$ cat src/design/sha_pad_pkg.sv
package sha_pad_pkg;

   localparam int unsigned WORD_W        = 32;
   localparam int unsigned BYTE_W        = 8;
   localparam int unsigned COUNT_W       = 64;
   localparam int unsigned SLOT_W        = 4;
   localparam int unsigned CMD_FIFO_DEPTH = 2;

   localparam logic [BYTE_W-1:0] MARKER_BYTE     = 8'h80;
   localparam logic [SLOT_W-1:0] LAST_ZERO_SLOT  = 4'd13;
   localparam logic [SLOT_W-1:0] SPILL_SLOT      = 4'd14;
   localparam logic [SLOT_W-1:0] SPILL_ZEROS_MAX = 4'd15;
   localparam logic [SLOT_W-1:0] SPILL_ZEROS_MIN = 4'd14;
   localparam logic [COUNT_W-1:0] BITS_PER_BYTE  = 64'd8;

   typedef struct packed {
      logic                has_word;
      logic                has_end;
      logic [WORD_W-1:0]   data_word;
      logic [WORD_W-1:0]   marker_word;
      logic [SLOT_W-1:0]   zero_words;
      logic [COUNT_W-1:0]  bit_count;
      logic                overflow;
   } cmd_type;

endpackage

$ cat src/design/sha_pad_req_if.sv
interface sha_pad_req_if;
   logic       valid;
   logic       ready;
   logic [7:0] data_byte;
   logic       has_byte;
   logic       ends_message;

   modport source (output valid, output data_byte, output has_byte, output ends_message,
                   input ready);
   modport sink (input valid, input data_byte, input has_byte, input ends_message,
                 output ready);
endinterface

$ cat src/design/sha_pad_rsp_if.sv
interface sha_pad_rsp_if;
   logic        valid;
   logic        ready;
   logic [31:0] word;
   logic        last_word;
   logic        length_overflow;

   modport source (output valid, output word, output last_word, output length_overflow,
                   input ready);
   modport sink (input valid, input word, input last_word, input length_overflow,
                 output ready);
endinterface

$ cat src/design/sha_pad_front.sv
module sha_pad_front
   import sha_pad_pkg::*;
(
   input  logic           clock,
   input  logic           reset,
   sha_pad_req_if.sink    req_ch,
   input  logic           cmd_ready,
   output logic           cmd_push,
   output cmd_type        cmd_data
);

   logic [23:0]        partial_ff, partial_in;
   logic [1:0]         bytes_ff, bytes_in;
   logic [SLOT_W-1:0]  slot_ff, slot_in;
   logic [COUNT_W-1:0] count_ff, count_in;
   logic               ovf_ff, ovf_in;

   logic               accept;
   logic               word_done;
   logic [23:0]        held;
   logic [1:0]         held_bytes;
   logic [SLOT_W-1:0]  slot_after;
   logic [COUNT_W-1:0] count_after;
   logic               ovf_after;
   logic [WORD_W-1:0]  marker;
   logic [SLOT_W-1:0]  zeros;

   assign req_ch.ready = cmd_ready;
   assign accept       = req_ch.valid && req_ch.ready;
   assign word_done    = req_ch.has_byte && (bytes_ff == 2'd3);

   always_comb begin
      count_after = count_ff;
      ovf_after   = ovf_ff;
      held        = partial_ff;
      held_bytes  = bytes_ff;
      slot_after  = slot_ff;
      if (req_ch.has_byte) begin
         if (&count_ff[COUNT_W-1:3]) begin
            count_after = '1;
            ovf_after   = 1'b1;
         end else begin
            count_after = count_ff + BITS_PER_BYTE;
         end
         if (word_done) begin
            held       = '0;
            held_bytes = 2'd0;
            slot_after = slot_ff + 1'b1;
         end else begin
            held       = {partial_ff[15:0], req_ch.data_byte};
            held_bytes = bytes_ff + 1'b1;
         end
      end

      unique case (held_bytes)
         2'd0: marker = {MARKER_BYTE, 24'h0};
         2'd1: marker = {held[7:0], MARKER_BYTE, 16'h0};
         2'd2: marker = {held[15:0], MARKER_BYTE, 8'h0};
         default: marker = {held[23:0], MARKER_BYTE};
      endcase

      if (slot_after <= LAST_ZERO_SLOT) begin
         zeros = LAST_ZERO_SLOT - slot_after;
      end else if (slot_after == SPILL_SLOT) begin
         zeros = SPILL_ZEROS_MAX;
      end else begin
         zeros = SPILL_ZEROS_MIN;
      end
   end

   always_comb begin
      cmd_push             = accept && (word_done || req_ch.ends_message);
      cmd_data.has_word    = word_done;
      cmd_data.has_end     = req_ch.ends_message;
      cmd_data.data_word   = {partial_ff, req_ch.data_byte};
      cmd_data.marker_word = marker;
      cmd_data.zero_words  = zeros;
      cmd_data.bit_count   = count_after;
      cmd_data.overflow    = ovf_after;

      partial_in = partial_ff;
      bytes_in   = bytes_ff;
      slot_in    = slot_ff;
      count_in   = count_ff;
      ovf_in     = ovf_ff;
      if (accept) begin
         if (req_ch.ends_message) begin
            partial_in = '0;
            bytes_in   = '0;
            slot_in    = '0;
            count_in   = '0;
            ovf_in     = 1'b0;
         end else begin
            partial_in = held;
            bytes_in   = held_bytes;
            slot_in    = slot_after;
            count_in   = count_after;
            ovf_in     = ovf_after;
         end
      end
   end

   always_ff @(posedge clock) begin
      if (reset) begin
         partial_ff <= '0;
         bytes_ff   <= '0;
         slot_ff    <= '0;
         count_ff   <= '0;
         ovf_ff     <= 1'b0;
      end else begin
         partial_ff <= partial_in;
         bytes_ff   <= bytes_in;
         slot_ff    <= slot_in;
         count_ff   <= count_in;
         ovf_ff     <= ovf_in;
      end
   end

endmodule

$ cat src/design/sha_pad_fifo.sv
module sha_pad_fifo
   import sha_pad_pkg::*;
(
   input  logic    clock,
   input  logic    reset,
   input  logic    push,
   input  cmd_type push_data,
   output logic    push_ready,
   input  logic    pop,
   output cmd_type head,
   output logic    head_valid
);

   localparam int unsigned PTR_W = $clog2(CMD_FIFO_DEPTH);
   localparam int unsigned CNT_W = $clog2(CMD_FIFO_DEPTH + 1);

   cmd_type            mem_ff [CMD_FIFO_DEPTH];
   logic [PTR_W-1:0]   wr_ptr_ff, wr_ptr_in;
   logic [PTR_W-1:0]   rd_ptr_ff, rd_ptr_in;
   logic [CNT_W-1:0]   count_ff, count_in;
   logic               do_push;
   logic               do_pop;

   assign push_ready = (count_ff != CNT_W'(CMD_FIFO_DEPTH));
   assign head_valid = (count_ff != '0);
   assign head       = mem_ff[rd_ptr_ff];
   assign do_push    = push && push_ready;
   assign do_pop     = pop && head_valid;

   always_comb begin
      wr_ptr_in = wr_ptr_ff;
      rd_ptr_in = rd_ptr_ff;
      count_in  = count_ff;
      if (do_push) begin
         wr_ptr_in = (wr_ptr_ff == PTR_W'(CMD_FIFO_DEPTH - 1)) ? '0 : wr_ptr_ff + 1'b1;
      end
      if (do_pop) begin
         rd_ptr_in = (rd_ptr_ff == PTR_W'(CMD_FIFO_DEPTH - 1)) ? '0 : rd_ptr_ff + 1'b1;
      end
      if (do_push && !do_pop) begin
         count_in = count_ff + 1'b1;
      end else if (do_pop && !do_push) begin
         count_in = count_ff - 1'b1;
      end
   end

   always_ff @(posedge clock) begin
      if (do_push) begin
         mem_ff[wr_ptr_ff] <= push_data;
      end
   end

   always_ff @(posedge clock) begin
      if (reset) begin
         wr_ptr_ff <= '0;
         rd_ptr_ff <= '0;
         count_ff  <= '0;
      end else begin
         wr_ptr_ff <= wr_ptr_in;
         rd_ptr_ff <= rd_ptr_in;
         count_ff  <= count_in;
      end
   end

endmodule

$ cat src/design/sha_pad_back.sv
module sha_pad_back
   import sha_pad_pkg::*;
(
   input  logic          clock,
   input  logic          reset,
   input  cmd_type       head,
   input  logic          head_valid,
   output logic          pop,
   sha_pad_rsp_if.source rsp_ch
);

   typedef enum logic [2:0] {
      ST_IDLE,
      ST_MARKER,
      ST_ZERO,
      ST_LEN_HI,
      ST_LEN_LO
   } state_type;

   state_type          state_ff, state_in;
   cmd_type            cur_ff, cur_in;
   logic [SLOT_W-1:0]  zeros_ff, zeros_in;
   logic               valid_ff, valid_in;
   logic [WORD_W-1:0]  word_ff, word_in;
   logic               last_ff, last_in;
   logic               ovf_ff, ovf_in;
   logic               out_free;

   assign out_free               = !valid_ff || rsp_ch.ready;
   assign rsp_ch.valid           = valid_ff;
   assign rsp_ch.word            = word_ff;
   assign rsp_ch.last_word       = last_ff;
   assign rsp_ch.length_overflow = ovf_ff;

   always_comb begin
      state_in = state_ff;
      cur_in   = cur_ff;
      zeros_in = zeros_ff;
      valid_in = valid_ff && !rsp_ch.ready;
      word_in  = word_ff;
      last_in  = last_ff;
      ovf_in   = ovf_ff;
      pop      = 1'b0;
      if (out_free) begin
         unique case (state_ff)
            ST_IDLE: begin
               if (head_valid) begin
                  pop      = 1'b1;
                  cur_in   = head;
                  zeros_in = head.zero_words;
                  valid_in = 1'b1;
                  last_in  = 1'b0;
                  ovf_in   = head.overflow;
                  if (head.has_word) begin
                     word_in  = head.data_word;
                     state_in = head.has_end ? ST_MARKER : ST_IDLE;
                  end else begin
                     word_in  = head.marker_word;
                     state_in = (head.zero_words != '0) ? ST_ZERO : ST_LEN_HI;
                  end
               end
            end
            ST_MARKER: begin
               valid_in = 1'b1;
               word_in  = cur_ff.marker_word;
               last_in  = 1'b0;
               ovf_in   = cur_ff.overflow;
               state_in = (zeros_ff != '0) ? ST_ZERO : ST_LEN_HI;
            end
            ST_ZERO: begin
               valid_in = 1'b1;
               word_in  = '0;
               last_in  = 1'b0;
               ovf_in   = cur_ff.overflow;
               zeros_in = zeros_ff - 1'b1;
               state_in = (zeros_ff == SLOT_W'(1)) ? ST_LEN_HI : ST_ZERO;
            end
            ST_LEN_HI: begin
               valid_in = 1'b1;
               word_in  = cur_ff.bit_count[COUNT_W-1:WORD_W];
               last_in  = 1'b0;
               ovf_in   = cur_ff.overflow;
               state_in = ST_LEN_LO;
            end
            ST_LEN_LO: begin
               valid_in = 1'b1;
               word_in  = cur_ff.bit_count[WORD_W-1:0];
               last_in  = 1'b1;
               ovf_in   = cur_ff.overflow;
               state_in = ST_IDLE;
            end
            default: begin
               state_in = ST_IDLE;
            end
         endcase
      end
   end

   always_ff @(posedge clock) begin
      cur_ff  <= cur_in;
      word_ff <= word_in;
      last_ff <= last_in;
      ovf_ff  <= ovf_in;
      if (reset) begin
         state_ff <= ST_IDLE;
         zeros_ff <= '0;
         valid_ff <= 1'b0;
      end else begin
         state_ff <= state_in;
         zeros_ff <= zeros_in;
         valid_ff <= valid_in;
      end
   end

endmodule

$ cat src/design/sha256_message_padder_top.sv
// SHA-256 message padder with a byte-serial input and a 32-bit word output.
// The req_ch channel takes one item per cycle: a message byte (when has_byte
// is set) and an ends_message flag that closes the message after that byte.
// The rsp_ch channel delivers the padded message as big-endian words; the low
// length word carries last_word, and length_overflow flags a saturated count.
// A word made of four bytes passes through the command queue and the output
// register to rsp_ch. A closing item expands into the marker word, zero words up
// to word 14 of the block (spilling into another block if needed) and the two length
// words, up to 19 with its own data word, at one per cycle while rsp_ch is ready.
// Data items are taken at one per cycle; a two-entry command queue between the
// byte packer and the output sequencer lets the packer keep accepting while
// padding words drain, and req_ch.ready drops only when that queue is full.
// When the receiver stalls, the output register holds its word and the queue
// fills, after which the input is held off. Synchronous reset empties the
// queue, drops rsp_ch.valid and clears the partial word and bit count.
module sha256_message_padder_top
   import sha_pad_pkg::*;
(
   input  logic          clock,
   input  logic          reset,
   sha_pad_req_if.sink   req_ch,
   sha_pad_rsp_if.source rsp_ch
);

   logic    cmd_push;
   logic    cmd_ready;
   cmd_type cmd_data;
   logic    cmd_pop;
   cmd_type cmd_head;
   logic    cmd_valid;

   sha_pad_front u_front (
      .clock     (clock),
      .reset     (reset),
      .req_ch    (req_ch),
      .cmd_ready (cmd_ready),
      .cmd_push  (cmd_push),
      .cmd_data  (cmd_data)
   );

   sha_pad_fifo u_fifo (
      .clock      (clock),
      .reset      (reset),
      .push       (cmd_push),
      .push_data  (cmd_data),
      .push_ready (cmd_ready),
      .pop        (cmd_pop),
      .head       (cmd_head),
      .head_valid (cmd_valid)
   );

   sha_pad_back u_back (
      .clock      (clock),
      .reset      (reset),
      .head       (cmd_head),
      .head_valid (cmd_valid),
      .pop        (cmd_pop),
      .rsp_ch     (rsp_ch)
   );

endmodule

$ cat src/flat_wrapper.sv
// flat-port wrapper written by rule: the top's interface ports become plain ports
module sha256_message_padder_top_flat import sha_pad_pkg::*;
  (clock, reset, req_ch_valid, req_ch_data_byte, req_ch_has_byte, req_ch_ends_message, req_ch_ready, rsp_ch_valid, rsp_ch_word, rsp_ch_last_word, rsp_ch_length_overflow, rsp_ch_ready);
  sha_pad_req_if req_ch_i ();
  sha_pad_rsp_if rsp_ch_i ();
  input  logic clock;
  input  logic reset;
  input wire logic [$bits(req_ch_i.valid)-1:0] req_ch_valid;
  input wire logic [$bits(req_ch_i.data_byte)-1:0] req_ch_data_byte;
  input wire logic [$bits(req_ch_i.has_byte)-1:0] req_ch_has_byte;
  input wire logic [$bits(req_ch_i.ends_message)-1:0] req_ch_ends_message;
  output wire logic [$bits(req_ch_i.ready)-1:0] req_ch_ready;
  output wire logic [$bits(rsp_ch_i.valid)-1:0] rsp_ch_valid;
  output wire logic [$bits(rsp_ch_i.word)-1:0] rsp_ch_word;
  output wire logic [$bits(rsp_ch_i.last_word)-1:0] rsp_ch_last_word;
  output wire logic [$bits(rsp_ch_i.length_overflow)-1:0] rsp_ch_length_overflow;
  input wire logic [$bits(rsp_ch_i.ready)-1:0] rsp_ch_ready;
  assign req_ch_i.valid = req_ch_valid;
  assign req_ch_i.data_byte = req_ch_data_byte;
  assign req_ch_i.has_byte = req_ch_has_byte;
  assign req_ch_i.ends_message = req_ch_ends_message;
  assign req_ch_ready = req_ch_i.ready;
  assign rsp_ch_valid = rsp_ch_i.valid;
  assign rsp_ch_word = rsp_ch_i.word;
  assign rsp_ch_last_word = rsp_ch_i.last_word;
  assign rsp_ch_length_overflow = rsp_ch_i.length_overflow;
  assign rsp_ch_i.ready = rsp_ch_ready;
  sha256_message_padder_top u_core (.clock(clock), .reset(reset), .req_ch(req_ch_i), .rsp_ch(rsp_ch_i));
endmodule
$ cat config.mk
export PLATFORM = sky130hd
export DESIGN_NAME = sha256_message_padder_top_flat
export DESIGN_NICKNAME = d
export VERILOG_FILES = /design/src/design/sha_pad_pkg.sv /design/src/design/sha_pad_req_if.sv /design/src/design/sha_pad_rsp_if.sv /design/src/design/sha_pad_front.sv /design/src/design/sha_pad_fifo.sv /design/src/design/sha_pad_back.sv /design/src/design/sha256_message_padder_top.sv /design/src/flat_wrapper.sv
export SDC_FILE = /design/constraint.sdc
export NUM_CORES = 1
export LEC_CHECK = 0
export BUFFER_PORTS_ARGS = -buffer_cell sky130_fd_sc_hd__buf_4
export CORE_MARGIN = 3
export CORE_UTILIZATION = 40
export CTS_BUF_LIST = sky130_fd_sc_hd__clkbuf_8
export DETAILED_ROUTE_END_ITERATION = 8
export SLEW_MARGIN = 20
export SYNTH_ARGS = -nofsm -noshare
export SYNTH_HDL_FRONTEND = slang
export SYNTH_SLANG_ARGS = --single-unit
$ cat constraint.sdc
create_clock -name clock -period 6.9 [get_ports clock]
set_input_delay 0.69 -clock clock [delete_from_list [all_inputs] [get_ports clock]]
set_output_delay 0.69 -clock clock [all_outputs]
set_load 0.01 [all_outputs]
# ---- Word-level counts from Yosys, hierarchy flattened
# Memories as Yosys holds them, arrays and structs flattened. A register that Yosys moved wholly into a read port is not among the register bits.
# Cells that the tools add are included.
dict set report totals {
  ram_bits 270
  memories 1
  wordCells 120
  reg_bits 238
}
# memory words word_bits read_ports rd_ports_with_merged_regs wr line_no
set memory_table {}
lappend memory_table {u_core.u_fifo.mem_ff 2 135 1 1 1 sha_pad_fifo.sv:17} ;# cmd_type mem_ff [CMD_FIFO_DEPTH];
dict set report classes {
  n_lt_le_gt_ge 1
  n_mux 48
  eq_ne 11
  reduce_logical 33
  add_sub_neg 9
}
# operator count
set op_table {}
lappend op_table {{$mux 64} 3}
lappend op_table {{$pmux 32 s5} 1}
lappend op_table {{$pmux 32 s3} 1}
lappend op_table {{$mux 24} 3}
lappend op_table {{$add 64x4->64 const B} 1}
lappend op_table {{$mux 32} 2}
lappend op_table {{$reduce_and 61->1} 1}
lappend op_table {{$mux 1} 21}
lappend op_table {{$mux 4} 5}
lappend op_table {{$reduce_and 3->1} 5}
lappend op_table {{$mux 2} 6}
lappend op_table {{$pmux 3 s4} 1}
lappend op_table {{$logic_and 1x1->1} 8}
lappend op_table {{$pmux 4 s2} 1}
lappend op_table {{$reduce_bool 2->1} 4}
lappend op_table {{$reduce_bool 4->1} 2}
lappend op_table {{$eq 3x2->1 const B} 2}
lappend op_table {{$reduce_bool 5->1} 1}
lappend op_table {{$add 2x1->2 const B} 2}
lappend op_table {{$add 4x1->4 const B} 1}
lappend op_table {{$eq 2x2->1 const B} 2}
lappend op_table {{$eq 4x1->1 const B} 1}
lappend op_table {{$eq 4x4->1 const B} 1}
lappend op_table {{$le 4x4->1 const B} 1}
lappend op_table {{20 further kinds} 26}

# ---- Longest topological paths before layout
# Gate-level depths: netlist (run 1).
dict set report logic_depth {
  word_depth 9
  depth_mapped 10
  depth_no_buf 8
}

# ---- Modules after synthesis
# Synthesis (run 1) repeated with hierarchy kept, for this count alone.
dict set report unflattened {
  hier_cells 1779
  hier_area_um2 22771.8
}
# module n_inst cells_per_inst seq_area_each_um2 area_each_um2
set by_module_without_submodules {}
lappend by_module_without_submodules {sha_pad_fifo 1 444 8207.9 10157.2}
lappend by_module_without_submodules {sha_pad_front 1 916 1901.8 6711.4}
lappend by_module_without_submodules {sha_pad_back 1 419 4093.9 5903.2}

# ---- Worst setup path after synthesis (run 1)
# Ideal clock, no wire load.
dict set report synth_path {
  path_kind {input -> register}
  start {input req_ch_has_byte}
  end {memory u_core.u_fifo.mem_ff[0][0] (netlist name), enable pin}
  n_path_buf 2
  slack_ps -684
  cell_stages 5
  setup_time_ps 617
  t_arrival_ps 6967
  required_ps 6283
  cell_sequence {clkbuf_1 -> and2_1 -> clkbuf_1 -> o21ai_0 -> nor2_1}
}
# item line_no
set synth_lines {}
lappend synth_lines {{start: declaration} flat_wrapper.sv:10} ;# input wire logic [$bits(req_ch_i.has_byte)-1:0] req_ch_has_byte;
lappend synth_lines {{end: declaration} sha_pad_fifo.sv:17}

# ---- Worst setup path after layout (run 1)
dict set report layout_path {
  start {register u_core.u_front.bytes_ff[0]}
  end {memory u_core.u_fifo.mem_ff[0][56] (netlist name), enable pin}
}
dict set report layout_via {
  elab_chain_cells 7
}
# item line_no
set layout_lines {}
lappend layout_lines {{start: declaration} sha_pad_front.sv:13} ;# logic [1:0] bytes_ff, bytes_in;
lappend layout_lines {{start signal: assignment} sha_pad_front.sv:112} ;# bytes_ff <= bytes_in;
lappend layout_lines {{$eq 2x2->1} sha_pad_front.sv:30} ;# assign word_done = req_ch.has_byte && (bytes_ff == 2'd3);
lappend layout_lines {{$logic_and 1x1->1} sha_pad_front.sv:30}
lappend layout_lines {{$logic_or 1x1->1} sha_pad_front.sv:72} ;# cmd_push = accept && (word_done || req_ch.ends_message);
lappend layout_lines {{$logic_and 1x1->1} sha_pad_front.sv:72}
lappend layout_lines {{$logic_and 1x1->1} sha_pad_fifo.sv:27} ;# assign do_push = push && push_ready;
lappend layout_lines {{$mux 1} sha_pad_fifo.sv:48} ;# if (do_push) begin
lappend layout_lines {{$mux 1 (not written as such)} sha_pad_fifo.sv:49} ;# mem_ff[wr_ptr_ff] <= push_data;
# No other way between the ends.

==> impl_metrics.env, run 1 <==
export IMPL_core_area_mm2=0.05192
export IMPL_syn_area_mm2=0.02122
export IMPL_antenna_found_initial=0
export IMPL_post_drt_via_cell_ratio=5.570
export IMPL_final_cell_mix="edfxtp_1 (380), nor2_1 (187), mux2_2 (143)"
export IMPL_worst_path_max_fanout=100
export IMPL_synthCells=1734
export IMPL_yosys_warnings=0
export IMPL_rows=83
export IMPL_firstDrtPassIters=5
export IMPL_async_flop_share_pct=0
export IMPL_clock_skew_ps=27.22
export IMPL_htreeDepth=3
export IMPL_slew_headroom_pct=29.79
export IMPL_crit_path_end_kind="flip-flop"
export IMPL_area_growth_synth_to_final_pct=12.04
export IMPL_fin_nets=1802
export IMPL_worst_pin_slew_ps=1051
export IMPL_ys_ff_latch=488
export IMPL_cts_made_buffers=82
export IMPL_max_cap_violations=0
export IMPL_start_util_pct=40.87
export IMPL_dp_hpwl_um=34280
export IMPL_drt_iter0_markers=1312
export IMPL_antenna_left=0
export IMPL_status="complete, no violations"
export IMPL_crit_arrival_ps=3970
export IMPL_fin_ws_ps=3182
export IMPL_path_cells="ha_1 -> and2_1 -> o21ai_0 -> nor2_4 -> buf_12"
export IMPL_clk_pin_slew_ps=60
export IMPL_dp_slack_ps=3173
export IMPL_yosysUniqueCellTypes=68
export IMPL_setup_viol=0
export IMPL_clk_latency_ps=640
export IMPL_post_route_period_util_pct=53.89
export IMPL_overflow=0
export IMPL_drc=0
export IMPL_p_per_area_mw_per_mm2=342.7
export IMPL_syn_nets=1757
export IMPL_finalHoldViolations=0
export IMPL_drv_slew=0
export IMPL_ios=50
export IMPL_grt_max_degree=129
export IMPL_grt_pass1_wl_um=81900
export IMPL_peakVddDrop_v=0.0001626
export IMPL_cts_root_buffer_cell="clkbuf_8"
export IMPL_cp_slowest_stage_delay_ps=850
export IMPL_drive_above_1_share_pct=19.08
export IMPL_whs_ps=255.5
export IMPL_critical_path_buf_inv_count=1
export IMPL_grt_use_total_pct=18.97
export IMPL_routed_wl_um=54070
export IMPL_post_cts_setup_buffers=0
export IMPL_synth_edf_count=380
export IMPL_min_period_ps=3718
export IMPL_dieArea_mm2=0.05585
export IMPL_cp_slowest_cell="nor2_4"
export IMPL_clock_fmax_mhz=268.9
export IMPL_seq_area_frac_synth_pct=63.97
export IMPL_cp_start_kind="flip-flop"
export IMPL_synth_top_flop_cell="edfxtp_1"
export IMPL_cts_sinks=488
export IMPL_critical_path_top_delay_family="simple AND/OR/NAND/NOR gates"
export IMPL_die_w_um=236.3
export IMPL_cts_tree="built"
export IMPL_p_leak_uw=0.008316
export IMPL_grt_pass1_vias=13584
export IMPL_vias=14065
export IMPL_layout_commonest_cell="edfxtp_1"
export IMPL_diodes=0
export IMPL_post_cts_resized=0
export IMPL_wl_per_cell_um=21.41
export IMPL_holdBufCountCts=0
export IMPL_rsz0062_at_grt="no"
export IMPL_numPortBuffers=49
export IMPL_clockBufferDepth=3
export IMPL_required_ps=7150
export IMPL_routabilityCongestion=0.8643
export IMPL_fp_dieH_um=236.3
export IMPL_path_class="reg -> reg"
export IMPL_synth_area_per_cell_um2=12.24
export IMPL_hp_class="in -> reg"
-- where the power goes --
part / internal (uW) / switching (uW) / total, uW
clock: 1270 / 1140 / 2410
sequential: 3830 / 211 / 4040
combinational: 593 / 1100 / 1700
-- Yosys cell counts (26+ instances only) --
cell | count | area share [%]
nand3_1 | 49 | 1.2
clkbuf_1 | 76 | 1.3
a21oi_1 | 70 | 1.7
nor2_1 | 192 | 3.4
a22oi_1 | 28 | 0.99
o21ai_0 | 112 | 2.6
inv_1 | 33 | 0.58
edfxtp_1 | 380 | 54
and3_1 | 26 | 0.77
mux2_2 | 143 | 7.6
xnor2_1 | 35 | 1.4
nor3_1 | 40 | 0.94
dfxtp_1 | 108 | 10
nand2_1 | 131 | 2.3
-- sequential cells by signal, indices dropped and copies added (netlist names), 2 cells and up, named ones only --
signal	flops
u_core.u_back.state_ff	3
u_core.u_back.zeros_ff	4
u_core.u_back.rsp_ch.word	32
u_core.u_fifo.count_ff	2
u_core.u_back.cur_ff	90
u_core.u_front.bytes_ff	2
u_core.u_fifo.mem_ff	256
u_core.u_front.slot_ff	4
u_core.u_front.partial_ff	24
u_core.u_front.count_ff	64
-- cells by family after synthesis --
logic type,count (synthesis),share of synthesized area [%]
AND/OR/NAND/NOR,550,12.67
flip-flops,488,63.97
AO/OA/AOI/OAI,333,9.647
multiplexers,160,8.391
buffers and inverters,141,2.612
XOR/XNOR,53,2.188
adder cells (fa/ha/maj),9,0.5307
-- final cells by class --
class | count | area [um2]
multi-input combinational | 1105 | 7156
clock inverter | 64 | 350.3
fill | 4692 | 28150
tap | 680 | 850.8
clock buffer | 86 | 1184
sequential | 488 | 13580
timing repair buffer | 66 | 520.5
inverter | 36 | 135.1
-- worst paths after layout --
| path | start | endpoint | slack (ps) | cells past startpoint |
|---|---|---|---|---|
| max | u_core.u_front.bytes_ff[0]$_SDFFE_PP0N_ | u_core.u_fifo.mem_ff[0][56]$_DFFE_PP_ | 3180 | 5 |
| min | req_ch_data_byte[4] | u_core.u_fifo.mem_ff[0][105]$_DFFE_PP_ | 260 | 1 |
| max reg2reg | u_core.u_front.bytes_ff[0]$_SDFFE_PP0N_ | u_core.u_fifo.mem_ff[0][56]$_DFFE_PP_ | 3180 | 5 |
| min reg2reg | u_core.u_front.count_ff[0]$_SDFFE_PP0N_ | u_core.u_front.count_ff[0]$_SDFFE_PP0N_ | 450 | 1 |
-- per-stage QoR --
stage	util, %	area, um2	instances	power, uW	TNS, ps
after detailed placement	42.83	22240	2375	5808	0
after global placement	42.82	22240	2375	5790	0
after floorplan	-	21220	1734	5091	-175180
after global routing	45.79	23770	2525	8546	0
after CTS	45.78	23770	2525	8245	0
final	45.79	23770	2525	8147	0
-- metal layers --
metal / vias up / share of wire (%) / track usage, %
met5: - / 0 / 0
met4: 0 / 3.4 / 7.587
met3: 122 / 6.0 / 3.589
met2: 506 / 46 / 29.91
met1: 6887 / 44 / 25.90
li1: 6550 / - / -
Note: power is estimated with default switching activity, not from simulation.
==> run 2: changes to the inputs <==
==> constraint.sdc (replaced) <==
create_clock -name clock -period 3 [get_ports clock]
set_input_delay 0.3 -clock clock [delete_from_list [all_inputs] [get_ports clock]]
set_output_delay 0.3 -clock clock [all_outputs]
set_load 0.01 [all_outputs]
==> run 2 against run 1 <==
Clock-buffer cell count up 1. Critical endpoint is now u_core.u_front.count_ff[29]$_SDFFE_PP0N_. Highest routed layer unchanged. Via count up 4.2%. Largest cell class unchanged. Register-to-register slack worse by 2900 ps. Die area unchanged. Global-route usage up 1.9 points. Sequential share of layout area down 1.7 points. Utilization up 1.5 points.
==> impl_metrics.env, run 2 (synthesized netlist as in run 1, its figures left out) <==
export IMPL_max_cap_violations=0
export IMPL_wl_per_cell_um=22.56
export IMPL_numPortBuffers=49
export IMPL_path_class="reg -> reg"
export IMPL_required_ps=3550
export IMPL_finalHoldViolations=0
export IMPL_drive_above_1_share_pct=21.56
export IMPL_largest_register_ff_count=256
export IMPL_total_power_uw=19030
export IMPL_grt_max_degree=79
export IMPL_slew_headroom_pct=53.13
export IMPL_clock_fmax_mhz=367.8
export IMPL_clk_pin_slew_ps=60
export IMPL_multi_input_area_mm2=0.007178
export IMPL_p_per_area_mw_per_mm2=775.8
export IMPL_post_drt_via_cell_ratio=5.623
export IMPL_crit_path_end_kind="flip-flop"
export IMPL_drt_iter0_markers=1276
export IMPL_rsz0062_at_grt="no"
export IMPL_hold_path_end="u_core.u_back.rsp_ch.valid$_SDFF_PP0_"
export IMPL_antenna_found_initial=3
export IMPL_cts_root_buffer_cell="clkbuf_8"
export IMPL_regArea_mm2=0.01358
export IMPL_area_growth_synth_to_final_pct=15.60
export IMPL_rows=83
export IMPL_status="complete, no violations"
export IMPL_r2r_end="u_core.u_front.count_ff[29]$_SDFFE_PP0N_"
export IMPL_dp_hpwl_um=38110
export IMPL_worst_pin_slew_ps=695.7
export IMPL_cp_start_kind="flip-flop"
export IMPL_peakVddDrop_v=0.0005207
export IMPL_fp_dieH_um=236.3
export IMPL_post_cts_setup_buffers=0
export IMPL_routed_wl_um=58770
export IMPL_clk_latency_ps=650
export IMPL_die_w_um=236.3
export IMPL_setup_viol=0
export IMPL_grt_pass1_vias=14423
export IMPL_dp_slack_ps=209.4
export IMPL_drc=0
export IMPL_hold_path_startpoint="rsp_ch_ready"
export IMPL_dieArea_mm2=0.05585
export IMPL_start_util_pct=40.87
export IMPL_grt_use_total_pct=20.83
export IMPL_routabilityCongestion=0.8843
export IMPL_core_area_mm2=0.05192
export IMPL_drv_slew=0
export IMPL_hp_class="in -> reg"
export IMPL_ff2ff_path_depth=9
export IMPL_cts_tree="built"
export IMPL_layout_commonest_cell="edfxtp_1"
export IMPL_antenna_left=0
export IMPL_htreeDepth=3
export IMPL_post_route_period_util_pct=90.62
export IMPL_fillCellCount=4694
export IMPL_grt_pass1_wl_um=89100
export IMPL_vias=14649
export IMPL_rr_startpoint="u_core.u_front.count_ff[3]$_SDFFE_PP0N_"
export IMPL_clockBufferDepth=3
export IMPL_min_period_ps=2719
export IMPL_r2r_setup_slack_ps=280
export IMPL_fin_ws_ps=281.3
export IMPL_firstDrtPassIters=5
export IMPL_top_register="u_core.u_fifo.mem_ff"
export IMPL_ios=50
export IMPL_cts_sinks=488
export IMPL_crit_arrival_ps=3260
export IMPL_cts_made_buffers=83
export IMPL_final_cell_mix="edfxtp_1 (380), nor2_1 (188), mux2_2 (143)"
export IMPL_fin_nets=1879
export IMPL_clock_skew_ps=30.33
export IMPL_p_leak_uw=0.008712
export IMPL_utilization_pct=47.24
export IMPL_overflow=0
export IMPL_holdPathStages=3
export IMPL_top_regs="u_core.u_fifo.mem_ff (256), u_core.u_back.cur_ff (90), u_core.u_front.count_ff (64)"
export IMPL_diodes=0
export IMPL_worst_path_max_fanout=15
==> run 2: routing by layer <==
layer	wire, um	global-route usage [%]
met1	26360	29.65
met2	26790	32.18
met3	3920	3.671
met4	1698	7.275
met5	0	0
==> run 2: power by group <==
| part | leakage, uW | internal (uW) | switching (uW) |
|---|---|---|---|
| combinational | 0.00334 | 1560 | 2670 |
| sequential | 0.00447 | 8790 | 464 |
| clock | 0.000897 | 2860 | 2680 |
| total | 0.00871 | 13200 | 5810 |
==> run 2: critical path: stages (launching register included) <==
cell and delay, ps:
dfxtp_1 430, ha_1 260, nand4_1 220, nor4_2 230
buf_4 250, and4_2 340, a21oi_1 240, buf_4 280
and3_1 190, nor3_1 160
==> run 2: layout make-up <==
type                       count  area share (%)
clock buffer                  87           4.881
tap                          680           3.468
timing repair buffer         142           5.111
multi-input combinational   1105           29.26
inverter                      36          0.5509
clock inverter                67           1.357
sequential                   488           55.37
==> run 2: how the worst max path moves through the flow <==
| stage | start | to | cells after the start |
|---|---|---|---|
| finish | u_core.u_front.count_ff[3]$_SDFFE_PP0N_ | u_core.u_front.count_ff[29]$_SDFFE_PP0N_ | 9 |
| global route | u_core.u_front.count_ff[3]$_SDFFE_PP0N_ | u_core.u_front.count_ff[29]$_SDFFE_PP0N_ | 9 |
| CTS | u_core.u_front.count_ff[27]$_SDFFE_PP0N_ | u_core.u_front.count_ff[44]$_SDFFE_PP0N_ | 7 |
| detailed placement | u_core.u_front.count_ff[27]$_SDFFE_PP0N_ | u_core.u_front.count_ff[44]$_SDFFE_PP0N_ | 7 |
| global placement | u_core.u_front.count_ff[27]$_SDFFE_PP0N_ | u_core.u_front.count_ff[44]$_SDFFE_PP0N_ | 7 |
| floorplan | u_core.u_front.bytes_ff[0]$_SDFFE_PP0N_ | u_core.u_fifo.mem_ff[1][0]$_DFFE_PP_ | 6 |
==> run 2: per-stage QoR <==
stage / instances / area [um2] / TNS [ps] / hold WS, ps
6_report: 2605 / 24530 / 0 / 125.8
5_1_grt: 2605 / 24530 / 0 / 104.8
4_1_cts: 2604 / 24510 / 0 / 69.97
3_5_place_dp: 2440 / 22880 / 0 / 447.0
3_3_place_gp: 2440 / 22880 / 0 / 446.0
2_1_floorplan: 1734 / 21310 / -77330 / 398.9
==> run 2: timing repair <==
item,in CTS,in global routing
hold endpoints to repair,19,0
gates resized for setup,0,2
hold buffers,10,0
endpoints found under the setup margin,0,7
